===== src/hw/rtl/tce_pkg.sv =====
package tce_pkg;

    // Field widths of the cursor, of one cell write and of a cursor set
    localparam int COL_W   = 6;
    localparam int ROW_W   = 5;
    localparam int CODE_W  = 8;
    localparam int NCOL_W  = 7;
    localparam int NROW_W  = 6;

    // Packed stream widths
    localparam int S_DATA_W = 24;
    localparam int M_DATA_W = 24;

    // Configuration port
    localparam int CFG_ADDR_W = 2;
    localparam int CFG_DATA_W = 6;

    localparam logic [CFG_ADDR_W-1:0] CFG_ENABLED = 2'd0;
    localparam logic [CFG_ADDR_W-1:0] CFG_COLUMNS = 2'd1;
    localparam logic [CFG_ADDR_W-1:0] CFG_ROWS    = 2'd2;

    localparam logic [COL_W-1:0] COLUMNS_RESET = 6'd40;
    localparam logic [ROW_W-1:0] ROWS_RESET    = 5'd25;

    // Input kinds
    localparam logic KIND_CHAR = 1'b0;
    localparam logic KIND_SET  = 1'b1;

    // Control codes
    localparam logic [CODE_W-1:0] CODE_TAB   = 8'd9;
    localparam logic [CODE_W-1:0] CODE_LF    = 8'd10;
    localparam logic [CODE_W-1:0] CODE_CR    = 8'd13;
    localparam logic [CODE_W-1:0] CODE_SPACE = 8'd32;

    // Command queue between front and back
    localparam int Q_DEPTH = 2;
    localparam int Q_PTR_W = 1;
    localparam int Q_CNT_W = 2;

    // One unit of work for the back end: an optional character cell,
    // then an optional row clear
    typedef struct packed {
        logic              has_char;
        logic [COL_W-1:0]  char_col;
        logic [ROW_W-1:0]  char_row;
        logic [CODE_W-1:0] glyph;
        logic              has_clear;
        logic [ROW_W-1:0]  clear_row;
    } cmd_t;

    // Queue status seen by the two sides
    typedef struct packed {
        logic full;
        logic empty;
    } q_status_t;

endpackage


===== src/hw/rtl/tce_front.sv =====
module tce_front (
    input  logic                        aclk,
    input  logic                        aresetn,
    input  logic                        enabled,
    input  logic [tce_pkg::COL_W-1:0]   eff_cols,
    input  logic [tce_pkg::ROW_W-1:0]   eff_rows,
    input  logic                        in_valid,
    output logic                        in_ready,
    input  logic                        in_kind,
    input  logic [tce_pkg::CODE_W-1:0]  in_code,
    input  logic [tce_pkg::NCOL_W-1:0]  in_new_col,
    input  logic [tce_pkg::NROW_W-1:0]  in_new_row,
    input  tce_pkg::q_status_t          q_status,
    output logic                        push,
    output tce_pkg::cmd_t               push_cmd
);

    logic [tce_pkg::COL_W-1:0] col_reg, col_next;
    logic [tce_pkg::ROW_W-1:0] row_reg, row_next;

    logic                       accept;
    logic [tce_pkg::COL_W:0]    tab_col;
    logic [tce_pkg::COL_W:0]    adv_col;
    logic [tce_pkg::ROW_W:0]    inc_row;
    logic [tce_pkg::ROW_W-1:0]  nl_row;
    logic                       tab_wrap;
    logic                       adv_wrap;

    // Take a word whenever the queue has room; drop it when disabled
    assign in_ready = !q_status.full;
    assign accept   = in_valid && in_ready && enabled;

    // Next tab stop and next column, one bit wider than the cursor
    assign tab_col  = ({1'b0, col_reg} + 7'd4) & ~7'd3;
    assign adv_col  = {1'b0, col_reg} + 7'd1;
    assign tab_wrap = tab_col >= {1'b0, eff_cols};
    assign adv_wrap = adv_col >= {1'b0, eff_cols};

    // Row after a line feed, wrapping to the top
    assign inc_row = {1'b0, row_reg} + 6'd1;
    assign nl_row  = (inc_row >= {1'b0, eff_rows}) ? '0 : inc_row[tce_pkg::ROW_W-1:0];

    // Classify the word and update the cursor
    always_comb begin
        col_next           = col_reg;
        row_next           = row_reg;
        push               = 1'b0;
        push_cmd.has_char  = 1'b0;
        push_cmd.char_col  = col_reg;
        push_cmd.char_row  = row_reg;
        push_cmd.glyph     = in_code;
        push_cmd.has_clear = 1'b0;
        push_cmd.clear_row = nl_row;
        if (accept) begin
            if (in_kind == tce_pkg::KIND_SET) begin
                if (!in_new_col[tce_pkg::NCOL_W-1] &&
                    (in_new_col[tce_pkg::COL_W-1:0] < eff_cols)) begin
                    col_next = in_new_col[tce_pkg::COL_W-1:0];
                end
                if (!in_new_row[tce_pkg::NROW_W-1] &&
                    (in_new_row[tce_pkg::ROW_W-1:0] < eff_rows)) begin
                    row_next = in_new_row[tce_pkg::ROW_W-1:0];
                end
            end else begin
                case (in_code)
                    tce_pkg::CODE_CR: begin
                        col_next = '0;
                    end
                    tce_pkg::CODE_LF: begin
                        push               = 1'b1;
                        push_cmd.has_clear = 1'b1;
                        col_next           = '0;
                        row_next           = nl_row;
                    end
                    tce_pkg::CODE_TAB: begin
                        if (tab_wrap) begin
                            push               = 1'b1;
                            push_cmd.has_clear = 1'b1;
                            col_next           = '0;
                            row_next           = nl_row;
                        end else begin
                            col_next = tab_col[tce_pkg::COL_W-1:0];
                        end
                    end
                    default: begin
                        push              = 1'b1;
                        push_cmd.has_char = 1'b1;
                        if (adv_wrap) begin
                            push_cmd.has_clear = 1'b1;
                            col_next           = '0;
                            row_next           = nl_row;
                        end else begin
                            col_next = adv_col[tce_pkg::COL_W-1:0];
                        end
                    end
                endcase
            end
        end
    end

    always_ff @(posedge aclk) begin
        if (!aresetn) begin
            col_reg <= '0;
            row_reg <= '0;
        end else begin
            col_reg <= col_next;
            row_reg <= row_next;
        end
    end

endmodule


===== src/hw/rtl/tce_queue.sv =====
module tce_queue (
    input  logic               aclk,
    input  logic               aresetn,
    input  logic               push,
    input  tce_pkg::cmd_t      push_cmd,
    input  logic               pop,
    output tce_pkg::cmd_t      pop_cmd,
    output tce_pkg::q_status_t status
);

    tce_pkg::cmd_t entry_reg [tce_pkg::Q_DEPTH];

    logic [tce_pkg::Q_PTR_W-1:0] wr_ptr_reg, wr_ptr_next;
    logic [tce_pkg::Q_PTR_W-1:0] rd_ptr_reg, rd_ptr_next;
    logic [tce_pkg::Q_CNT_W-1:0] count_reg, count_next;
    logic                        do_push;
    logic                        do_pop;

    assign status.full  = count_reg == tce_pkg::Q_CNT_W'(tce_pkg::Q_DEPTH);
    assign status.empty = count_reg == '0;
    assign pop_cmd      = entry_reg[rd_ptr_reg];

    assign do_push = push && !status.full;
    assign do_pop  = pop && !status.empty;

    // Advance pointers and occupancy
    always_comb begin
        wr_ptr_next = do_push ? wr_ptr_reg + 1'b1 : wr_ptr_reg;
        rd_ptr_next = do_pop ? rd_ptr_reg + 1'b1 : rd_ptr_reg;
        count_next  = count_reg;
        if (do_push && !do_pop) begin
            count_next = count_reg + 1'b1;
        end else if (do_pop && !do_push) begin
            count_next = count_reg - 1'b1;
        end
    end

    always_ff @(posedge aclk) begin
        if (!aresetn) begin
            wr_ptr_reg <= '0;
            rd_ptr_reg <= '0;
            count_reg  <= '0;
        end else begin
            wr_ptr_reg <= wr_ptr_next;
            rd_ptr_reg <= rd_ptr_next;
            count_reg  <= count_next;
        end
    end

    // Store the command; entries need no reset
    always_ff @(posedge aclk) begin
        if (do_push) begin
            entry_reg[wr_ptr_reg] <= push_cmd;
        end
    end

endmodule


===== src/hw/rtl/tce_back.sv =====
module tce_back (
    input  logic                        aclk,
    input  logic                        aresetn,
    input  logic [tce_pkg::COL_W-1:0]   eff_cols,
    input  tce_pkg::q_status_t          q_status,
    input  tce_pkg::cmd_t               pop_cmd,
    output logic                        pop,
    output logic                        out_valid,
    input  logic                        out_ready,
    output logic [tce_pkg::COL_W-1:0]   out_col,
    output logic [tce_pkg::ROW_W-1:0]   out_row,
    output logic [tce_pkg::CODE_W-1:0]  out_glyph,
    output logic                        out_last
);

    typedef enum logic [2:0] {
        ST_IDLE  = 3'b001,
        ST_CHAR  = 3'b010,
        ST_CLEAR = 3'b100
    } back_state_t;

    back_state_t                state_reg, state_next;
    tce_pkg::cmd_t              cmd_reg, cmd_next;
    logic [tce_pkg::COL_W-1:0]  cnt_reg, cnt_next;

    logic                       valid_reg, valid_next;
    logic [tce_pkg::COL_W-1:0]  col_reg, col_next;
    logic [tce_pkg::ROW_W-1:0]  row_reg, row_next;
    logic [tce_pkg::CODE_W-1:0] glyph_reg, glyph_next;
    logic                       last_reg, last_next;

    logic                       load_ok;
    logic                       clear_done;

    // Output register can take a new word when empty or being drained
    assign load_ok    = !valid_reg || out_ready;
    assign clear_done = cnt_reg == (eff_cols - 6'd1);

    // Sequence character cell then row clear
    always_comb begin
        state_next = state_reg;
        cmd_next   = cmd_reg;
        cnt_next   = cnt_reg;
        pop        = 1'b0;
        valid_next = valid_reg && !out_ready;
        col_next   = col_reg;
        row_next   = row_reg;
        glyph_next = glyph_reg;
        last_next  = last_reg;
        case (state_reg)
            ST_IDLE: begin
                if (!q_status.empty) begin
                    pop        = 1'b1;
                    cmd_next   = pop_cmd;
                    cnt_next   = '0;
                    state_next = pop_cmd.has_char ? ST_CHAR : ST_CLEAR;
                end
            end
            ST_CHAR: begin
                if (load_ok) begin
                    valid_next = 1'b1;
                    col_next   = cmd_reg.char_col;
                    row_next   = cmd_reg.char_row;
                    glyph_next = cmd_reg.glyph;
                    last_next  = !cmd_reg.has_clear;
                    state_next = cmd_reg.has_clear ? ST_CLEAR : ST_IDLE;
                end
            end
            ST_CLEAR: begin
                if (load_ok) begin
                    valid_next = 1'b1;
                    col_next   = cnt_reg;
                    row_next   = cmd_reg.clear_row;
                    glyph_next = tce_pkg::CODE_SPACE;
                    last_next  = clear_done;
                    cnt_next   = cnt_reg + 6'd1;
                    if (clear_done) begin
                        state_next = ST_IDLE;
                    end
                end
            end
            default: begin
                state_next = ST_IDLE;
            end
        endcase
    end

    always_ff @(posedge aclk) begin
        if (!aresetn) begin
            state_reg <= ST_IDLE;
            valid_reg <= 1'b0;
        end else begin
            state_reg <= state_next;
            valid_reg <= valid_next;
        end
    end

    // Hold command and output payload
    always_ff @(posedge aclk) begin
        cmd_reg   <= cmd_next;
        cnt_reg   <= cnt_next;
        col_reg   <= col_next;
        row_reg   <= row_next;
        glyph_reg <= glyph_next;
        last_reg  <= last_next;
    end

    assign out_valid = valid_reg;
    assign out_col   = col_reg;
    assign out_row   = row_reg;
    assign out_glyph = glyph_reg;
    assign out_last  = last_reg;

endmodule


===== src/hw/rtl/text_console_cursor_engine.sv =====
// Character cursor engine for a text console.
// The slave stream carries one character or cursor-set command per word;
// the master stream carries one character-cell write per word, with tlast
// on the final cell write caused by an input word.
// The configuration port writes enabled, columns and rows by index; write
// only while the block is idle. While disabled, input words are taken and
// dropped.
// The first cell write of a word passes through the command queue, the back
// end's command register and the output register before it is valid. The
// output register sweeps the row clear of a line feed, a wrapping tab or a
// wrapping printable character one word per cycle while m_tready is high; the
// back end pops the next command only when done. Cursor sets, carriage
// returns and plain tabs give no output.
// A two-entry command queue sits between the classifying front end and the
// back end; the slave side drops tready only when that queue is full.
// Reset clears the cursor to the top-left cell, empties the queue and the
// output register, disables the console and sets 40 columns by 25 rows.
// A stalled master side holds its word; the front end keeps accepting
// until the queue fills.
module text_console_cursor_engine #(
    parameter int MAX_COLS = 40,
    parameter int MAX_ROWS = 28
) (
    input  logic                               aclk,
    input  logic                               aresetn,
    input  logic                               s_tvalid,
    output logic                               s_tready,
    input  logic [tce_pkg::S_DATA_W-1:0]       s_tdata,  // char_code, new_col, new_row
    input  logic                               s_tuser,  // kind
    input  logic                               s_tlast,  // end_of_text
    output logic                               m_tvalid,
    input  logic                               m_tready,
    output logic [tce_pkg::M_DATA_W-1:0]       m_tdata,  // cell_col, cell_row, glyph
    output logic                               m_tlast,  // last
    input  logic                               cfg_wr_en,
    input  logic [tce_pkg::CFG_ADDR_W-1:0]     cfg_addr,
    input  logic [tce_pkg::CFG_DATA_W-1:0]     cfg_wdata
);

    localparam logic [tce_pkg::COL_W-1:0] MaxColsV = tce_pkg::COL_W'(MAX_COLS);
    localparam logic [tce_pkg::ROW_W-1:0] MaxRowsV = tce_pkg::ROW_W'(MAX_ROWS);

    logic                       enabled_reg;
    logic [tce_pkg::COL_W-1:0]  columns_reg;
    logic [tce_pkg::ROW_W-1:0]  rows_reg;
    logic [tce_pkg::COL_W-1:0]  eff_cols;
    logic [tce_pkg::ROW_W-1:0]  eff_rows;

    tce_pkg::cmd_t              push_cmd;
    tce_pkg::cmd_t              pop_cmd;
    tce_pkg::q_status_t         q_status;
    logic                       push;
    logic                       pop;
    logic [tce_pkg::COL_W-1:0]  out_col;
    logic [tce_pkg::ROW_W-1:0]  out_row;
    logic [tce_pkg::CODE_W-1:0] out_glyph;

    // Configuration registers
    always_ff @(posedge aclk) begin
        if (!aresetn) begin
            enabled_reg <= 1'b0;
            columns_reg <= tce_pkg::COLUMNS_RESET;
            rows_reg    <= tce_pkg::ROWS_RESET;
        end else if (cfg_wr_en) begin
            case (cfg_addr)
                tce_pkg::CFG_ENABLED: enabled_reg <= cfg_wdata[0];
                tce_pkg::CFG_COLUMNS: columns_reg <= cfg_wdata[tce_pkg::COL_W-1:0];
                tce_pkg::CFG_ROWS:    rows_reg    <= cfg_wdata[tce_pkg::ROW_W-1:0];
                default: ;
            endcase
        end
    end

    // Clamp screen size to one cell at least and the maximum at most
    always_comb begin
        if (columns_reg == '0) begin
            eff_cols = tce_pkg::COL_W'(1);
        end else if (columns_reg > MaxColsV) begin
            eff_cols = MaxColsV;
        end else begin
            eff_cols = columns_reg;
        end
        if (rows_reg == '0) begin
            eff_rows = tce_pkg::ROW_W'(1);
        end else if (rows_reg > MaxRowsV) begin
            eff_rows = MaxRowsV;
        end else begin
            eff_rows = rows_reg;
        end
    end

    tce_front u_front (
        .aclk       (aclk),
        .aresetn    (aresetn),
        .enabled    (enabled_reg),
        .eff_cols   (eff_cols),
        .eff_rows   (eff_rows),
        .in_valid   (s_tvalid),
        .in_ready   (s_tready),
        .in_kind    (s_tuser),
        .in_code    (s_tdata[7:0]),
        .in_new_col (s_tdata[14:8]),
        .in_new_row (s_tdata[20:15]),
        .q_status   (q_status),
        .push       (push),
        .push_cmd   (push_cmd)
    );

    tce_queue u_queue (
        .aclk     (aclk),
        .aresetn  (aresetn),
        .push     (push),
        .push_cmd (push_cmd),
        .pop      (pop),
        .pop_cmd  (pop_cmd),
        .status   (q_status)
    );

    tce_back u_back (
        .aclk      (aclk),
        .aresetn   (aresetn),
        .eff_cols  (eff_cols),
        .q_status  (q_status),
        .pop_cmd   (pop_cmd),
        .pop       (pop),
        .out_valid (m_tvalid),
        .out_ready (m_tready),
        .out_col   (out_col),
        .out_row   (out_row),
        .out_glyph (out_glyph),
        .out_last  (m_tlast)
    );

    // Pack the cell write, padded to whole bytes
    assign m_tdata = {5'b0, out_glyph, out_row, out_col};

endmodule

===== config.mk =====
export PLATFORM = sky130hd
export DESIGN_NAME = text_console_cursor_engine
export DESIGN_NICKNAME = d
export VERILOG_FILES = /design/src/hw/rtl/tce_pkg.sv /design/src/hw/rtl/tce_front.sv /design/src/hw/rtl/tce_queue.sv /design/src/hw/rtl/tce_back.sv /design/src/hw/rtl/text_console_cursor_engine.sv
export SDC_FILE = /design/constraint.sdc
export NUM_CORES = 1
export LEC_CHECK = 0
export BUFFER_PORTS_ARGS = -buffer_cell sky130_fd_sc_hd__buf_2
export CAP_MARGIN = 20
export CELL_PAD_IN_SITES_DETAIL_PLACEMENT = 0
export CELL_PAD_IN_SITES_GLOBAL_PLACEMENT = 1
export CORE_UTILIZATION = 52
export DETAILED_ROUTE_END_ITERATION = 8
export PLACE_DENSITY = 0.87
export SLEW_MARGIN = 25
export SYNTH_ARGS = -nofsm -noshare
export SYNTH_HDL_FRONTEND = slang
export SYNTH_HIERARCHICAL = 1
export SYNTH_SLANG_ARGS = --single-unit

===== constraint.sdc =====
create_clock -name aclk -period 8.5 [get_ports aclk]
set_clock_uncertainty 0.1 [all_clocks]
set_input_delay 0.425 -clock aclk [delete_from_list [all_inputs] [get_ports aclk]]
set_output_delay 0.425 -clock aclk [all_outputs]
set_load 0.005 [all_outputs]

; ---- After elaboration in Yosys (flattened, before gate mapping)
; Memory sizes are Yosys's and may differ from the RTL's. A register that Yosys moved wholly into a read port is not among the register bits.
; Index checks and enable logic that the tools add are counted.
[op_classes]
bitwise_logic = 1
add_sub_neg = 9
eq_ne = 18
mux = 58
reduce_logical = 39
n_lt_le_gt_ge = 7
[ops]
columns = operator, n
row1 = 6-bit 2-to-1 mux, 10
row2 = 5-bit 2-to-1 mux, 9
row3 = 6-bit one-hot mux with 2 select lines, 3
row4 = 8-bit by 4-bit equality test with 1-bit output (second input constant), 3
row5 = 1-bit 2-to-1 mux, 19
row6 = 3-bit 2-to-1 mux, 6
row7 = 8-bit 2-to-1 mux, 2
row8 = 8-bit one-hot mux with 2 select lines, 1
row9 = 5-bit one-hot mux with 3 select lines, 1
row10 = 7-bit by 6-bit >= comparator with 1-bit output, 2
row11 = 2-bit by 1-bit != test with 1-bit output (second input constant), 5
row12 = 5-bit one-hot mux with 2 select lines, 1
row13 = 2-bit AND reduction, 5
row14 = 1-bit logical AND, 9
row15 = 1-bit logical NOT, 9
row16 = 3-bit one-hot mux with 3 select lines, 1
row17 = 6-bit by 1-bit adder with 7-bit output (second input constant), 1
row18 = 6-bit by 3-bit adder with 7-bit output (second input constant), 1
row19 = 5-bit by 1-bit adder with 6-bit output (second input constant), 1
row20 = 6-bit by 1-bit adder with 6-bit output (second input constant), 1
row21 = 6-bit equality test, 1
row22 = 6-bit by 5-bit >= comparator with 1-bit output, 1
row23 = 6-bit > comparator (second input constant), 1
row24 = 6-bit logical NOT, 1
row25 = other kinds (28), 38
[totals]
regBits = 82
ramBits = 52
word_cells = 153
mem_count = 1
output_inout_bits = 27
inputBits = 39
[memory_table]
columns = memory, depth, width, rd, rd_clocked_by_memory_dff, wr, line_no
row1 = u_queue.entry_reg, 2, 26, 1, 1, 1, tce_queue.sv:11  ; tce_pkg::cmd_t entry_reg [tce_pkg::Q_DEPTH];

; ---- Longest topological paths before layout
[depth]
word_depth = 13
ltp_mapped = 14
depth_no_buf = 14

; ---- Cells and area by module
; The synthesis kept the hierarchy.
[by_module_without_submodules]
columns = mod, cells_each, area_each_um2, n_inst
row1 = tce_back, 166, 2249.7, 1
row2 = tce_queue, 106, 2108.3, 1
row3 = tce_front, 196, 1579.0, 1
row4 = text_console_cursor_engine, 73, 648.1, 1

; ---- Worst setup path before layout
; No wires, ideal clock.
[synth_timing]
path_kind = register to register
from = register u_back.state_reg[2]
to = register u_queue/count_reg[1] (netlist name)
required_ps = 8330
setup_slack_ps = 5049
arrival_ps = 3281
setup_time_ps = 70
path_buffers = 1
path_stages_with_launch = 8
path_cell_list = dfxtp_1 > clkdlybuf4s15_1 > or3b_2 > nor2_1 > o21ai_1 > ha_1 > or3_1 > a21boi_1
[synth_via]
elab_chain_cells = 6
word_cells_on_any_way = 8
cone_classes = eq/ne: 1 / mux: 2 / reduce/logical: 5
[synth_rtl]
columns = element, line_no
row1 = "start, declared", tce_back.sv:22  ; back_state_t state_reg, state_next;
row2 = "start signal, assigned", tce_back.sv:93  ; state_reg <= state_next;
row3 = 3-bit by 1-bit equality test with 1-bit output (*), tce_back.sv:50  ; case (state_reg)
row4 = 1-bit 2-to-1 mux (*), tce_back.sv:50
row5 = named net pop, text_console_cursor_engine.sv:53  ; logic pop;
row6 = 1-bit logical AND (*), tce_queue.sv:24  ; assign do_pop = pop && !status.empty;
row7 = 1-bit logical NOT, tce_queue.sv:31  ; if (do_push && !do_pop) begin
row8 = 1-bit logical AND, tce_queue.sv:31
row9 = 2-bit 2-to-1 mux / 2-bit nonzero test (equally long branches), -
row10 = "end signal, assigned", tce_queue.sv:46  ; count_reg <= count_next;
row11 = "end, declared", tce_queue.sv:15  ; logic [tce_pkg::Q_CNT_W-1:0] count_reg, count_next;
; Mark *: on every way through the listed nets, which the timed path passes. The rest lies on a longest branch.
; A chain may end at the register's enable or synchronous reset.

; ---- Worst setup path after layout
[layout_timing]
from = register u_front/col_reg[2] (netlist name)
to = register u_queue/count_reg[1] (netlist name)
[layout_via]
elab_chain_cells = 10
word_cells_on_any_way = 12
cone_classes = add/sub: 1 / order compare: 1 / mux: 5 / reduce/logical: 5
[layout_rtl]
columns = element, line_no
row1 = "start, declared", tce_front.sv:18  ; logic [tce_pkg::COL_W-1:0] col_reg, col_next;
row2 = "start signal, assigned", tce_front.sv:106  ; col_reg <= col_next;
row3 = 6-bit by 3-bit adder with 7-bit output (*), tce_front.sv:34  ; assign tab_col = ({1'b0, col_reg} + 7'd4) & ~7'd3;
row4 = 7-bit by 6-bit >= comparator with 1-bit output (*), tce_front.sv:36  ; assign tab_wrap = tab_col >= {1'b0, eff_cols};
row5 = 1-bit 2-to-1 mux (*), tce_front.sv:76  ; if (tab_wrap) begin
row6 = 1-bit one-hot mux with 2 select lines (*), tce_front.sv:65  ; case (in_code)
row7 = 1-bit 2-to-1 mux (*), tce_front.sv:55  ; if (in_kind == tce_pkg::KIND_SET) begin
row8 = 1-bit 2-to-1 mux (*), tce_front.sv:54  ; if (accept) begin
row9 = named net push, text_console_cursor_engine.sv:52  ; logic push;
row10 = 1-bit logical AND (*), tce_queue.sv:23  ; assign do_push = push && !status.full;
row11 = named net u_queue.do_push, tce_queue.sv:16  ; logic do_push;
row12 = 1-bit logical NOT, tce_queue.sv:33  ; end else if (do_pop && !do_push) begin
row13 = 1-bit logical AND, tce_queue.sv:33
row14 = 2-bit nonzero test (no line), -
; Marked as above.

==> flow_summary.json <==
{
  "dr.pass1.iters": 4,
  "clock.fmax_ghz": 0.314,
  "grt_overflow": 0,
  "tritoncts": "yes",
  "fillCellCount": 968,
  "cp.required_ps": 8740,
  "syn_to_final_growth_pct": 14.4,
  "powerDensity_nw_per_um2": 222,
  "drt_iter0_drc": 346,
  "swShare": 0.223,
  "via_per_inst": 5.44,
  "min_path_type": "input pin to flop",
  "maxCapViolations": 0,
  "finish.instance_area_um2": 7530,
  "rsz0062_at_grt": "false",
  "grt_pass1_vias": 4072,
  "max_slew_margin": 0.342,
  "cts_sinks": 135,
  "async_flop_share": 0,
  "cts_root_buffer": "clkbuf_16",
  "yosysWarnings": 6,
  "worst_slew_pin_slew_ps": 985,
  "largest_reg_flops": 52,
  "p_sw_uw": 374,
  "vias": 4202,
  "cp-start-kind": "flop",
  "diodes": 0,
  "setup_viol": 0,
  "syn_area_um2": 6590,
  "hold_violations": 0,
  "core_area_um2": 12200,
  "dieArea_um2": 13100,
  "gp_congestion": 0.844,
  "cts-buffers-inserted": 17,
  "place_hpwl_mm": 8.63,
  "num-nets-final": 660,
  "layout_commonest_cell": "edfxtp_1",
  "die_w_um": 115,
  "syn_area_per_cell_um2": 12.2,
  "syn_inst": 541,
  "multi_input_area_um2": 2580,
  "drc": 0,
  "synth_seq_cells": 135,
  "path_max_fanout": 7,
  "clockBufferDepth": 2,
  "start_util": 0.541,
  "synthFlopType": "edfxtp_1",
  "regArea_um2": 3730,
  "combPwrFrac": 0.097,
  "synth_edf_count": 103,
  "cts_hold_buf": 0,
  "grt.total_usage": 0.203,
  "io_pins": 66,
  "fin_setup_tns_ps": 0,
  "slew_viol_final": 0,
  "fin_crit_ps": 3180,
  "drive_gt1_frac": 0.227,
  "power_uw": 1680,
  "rows": 40,
  "place_area_um2": 6920,
  "grt_first_pass_wirelength_mm": 20.0,
  "yosysSeqAreaShare": 0.567,
  "max-vdd-ir-drop_v": 0.000150,
  "sequentialPowerShare": 0.457,
  "mostFrequentLayoutCells": "edfxtp_1 (103), nand2_1 (60), buf_2 (56)",
  "synth_cell_types": 74,
  "h-tree-depth": 4,
  "die_h_um": 115,
  "grt_max_degree": 41,
  "cp_data_arrival_time_ps": 3420,
  "crit_type": "flop to flop",
  "routed_wl_mm": 12.3,
  "cellLeakagePower_uw": 0.00304,
  "end_kind": "flop",
  "finalCritPeriodShare": 0.374,
  "worstSkewPairLatency_ps": 410,
  "cts.repair.resized": 0,
  "portBuffers": 56,
  "antenna_found_initial": 0,
  "ant_nets": 0,
  "cts_setup_buffers": 0,
  "cts.clk_slew.worst_paths_ps": 60,
  "post_drt_wl_per_cell_um": 16.0,
  "outcome": "finished clean",
  "clkPwrFrac": 0.446,
  "internal_power_uw": 1300
}
[power groups by stage]
stage               clock, uW  combinational, uW  sequential [uW]
CTS                       760                165              765
finish                    747                163              765
global route              784                184              769
global placement            0                158              777
floorplan                   0                121              772
detailed placement          0                164              779
[cell families (layout without fill, tap and decap cells)]
group | Yosys count | count (layout) | share of synthesized area
buffers and inverters | 55 | 114 | 0.0448
AOI/OAI and AO/OA | 86 | 86 | 0.0956
DFF | 135 | 135 | 0.567
and+or+nand+nor | 173 | 173 | 0.142
adders and majority gates | 30 | 30 | 0.0570
other | 1 | 5 | 0.000569
xor gates and xnor gates | 24 | 24 | 0.0319
muxes | 37 | 37 | 0.0612
[layer usage]
metal | vias up | track usage | wire length, um
li1 | 2062 | - | -
met3 | 7 | 0.0572 | 530
met5 | - | 0 | 0
met1 | 2039 | 0.251 | 5560
met4 | 0 | 0.0563 | 81
met2 | 94 | 0.348 | 6170
[per-stage QoR]
stage	cells	setup WS [ps]	util	hold slack, ps
finish	772	5320	0.619	152
global route	772	5000	0.619	136
CTS	772	5300	0.619	137
detailed placement	740	5320	0.569	357
global placement	740	5370	0.569	354
floorplan	545	5050	-	335
[cells in the mapped netlist (3+ instances only)]
library cell / count / area [um2]
xnor2_1: 14 / 123
nor3_1: 5 / 25.0
nor2b_1: 12 / 75.1
and2_1: 14 / 87.6
a31oi_1: 5 / 31.3
o21ai_0: 9 / 45.0
nand3_1: 12 / 60.1
mux2_2: 26 / 293
inv_1: 21 / 78.8
buf_2: 3 / 15.0
o21a_1: 4 / 30.0
nand4b_1: 4 / 35.0
a211oi_1: 4 / 30.0
nand2b_1: 13 / 81.3
nor3_2: 3 / 30.0
nor2_1: 20 / 75.1
o31ai_1: 3 / 22.5
a21o_1: 6 / 45.0
nor4_1: 3 / 18.8
o22ai_1: 3 / 18.8
xor2_1: 10 / 87.6
ha_1: 30 / 375
dfxtp_1: 32 / 641
edfxtp_1: 103 / 3090
nand3b_1: 3 / 22.5
mux2i_1: 11 / 110
nor3b_1: 5 / 37.5
a21oi_1: 15 / 75.1
buf_4: 15 / 113
nand2_1: 60 / 225
clkbuf_1: 10 / 37.5
o211ai_1: 7 / 52.6
and3_1: 6 / 37.5
[final timing paths]
kind                                        endpoint  slack (ps)  depth (start not counted)                             from
setup reg to reg   u_queue/count_reg[1]$_SDFFE_PN0P_        5320                         12  u_front/col_reg[2]$_SDFFE_PN0P_
setup / recovery   u_queue/count_reg[1]$_SDFFE_PN0P_        5320                         12  u_front/col_reg[2]$_SDFFE_PN0P_
hold reg to reg             enabled_reg$_SDFFE_PN0P_         360                          2         enabled_reg$_SDFFE_PN0P_
hold / removal    u_queue/entry_reg[1][12]$_DFFE_PP_         150                          1                       s_tdata[6]
[cell type report]
class | instances | share of cell area
multi-input cells | 355 | 0.343
clock buffers | 19 | 0.0575
inverters | 22 | 0.0110
repair buffers | 60 | 0.0412
clock inverters | 13 | 0.0236
flip-flops and latches | 135 | 0.496
well taps | 168 | 0.0279
[worst max-delay path: stages, from the launching register on]
cell	delay [ps]
dfxtp_1	490
ha_1	330
xor2_1	120
ha_1	320
nand3_1	70
o211ai_1	350
nand2b_1	90
a21oi_1	220
inv_1	120
nor2_1	130
ha_1	270
or3_1	360
a21boi_1	140
No activity file was read; power rests on OpenSTA's default activity.
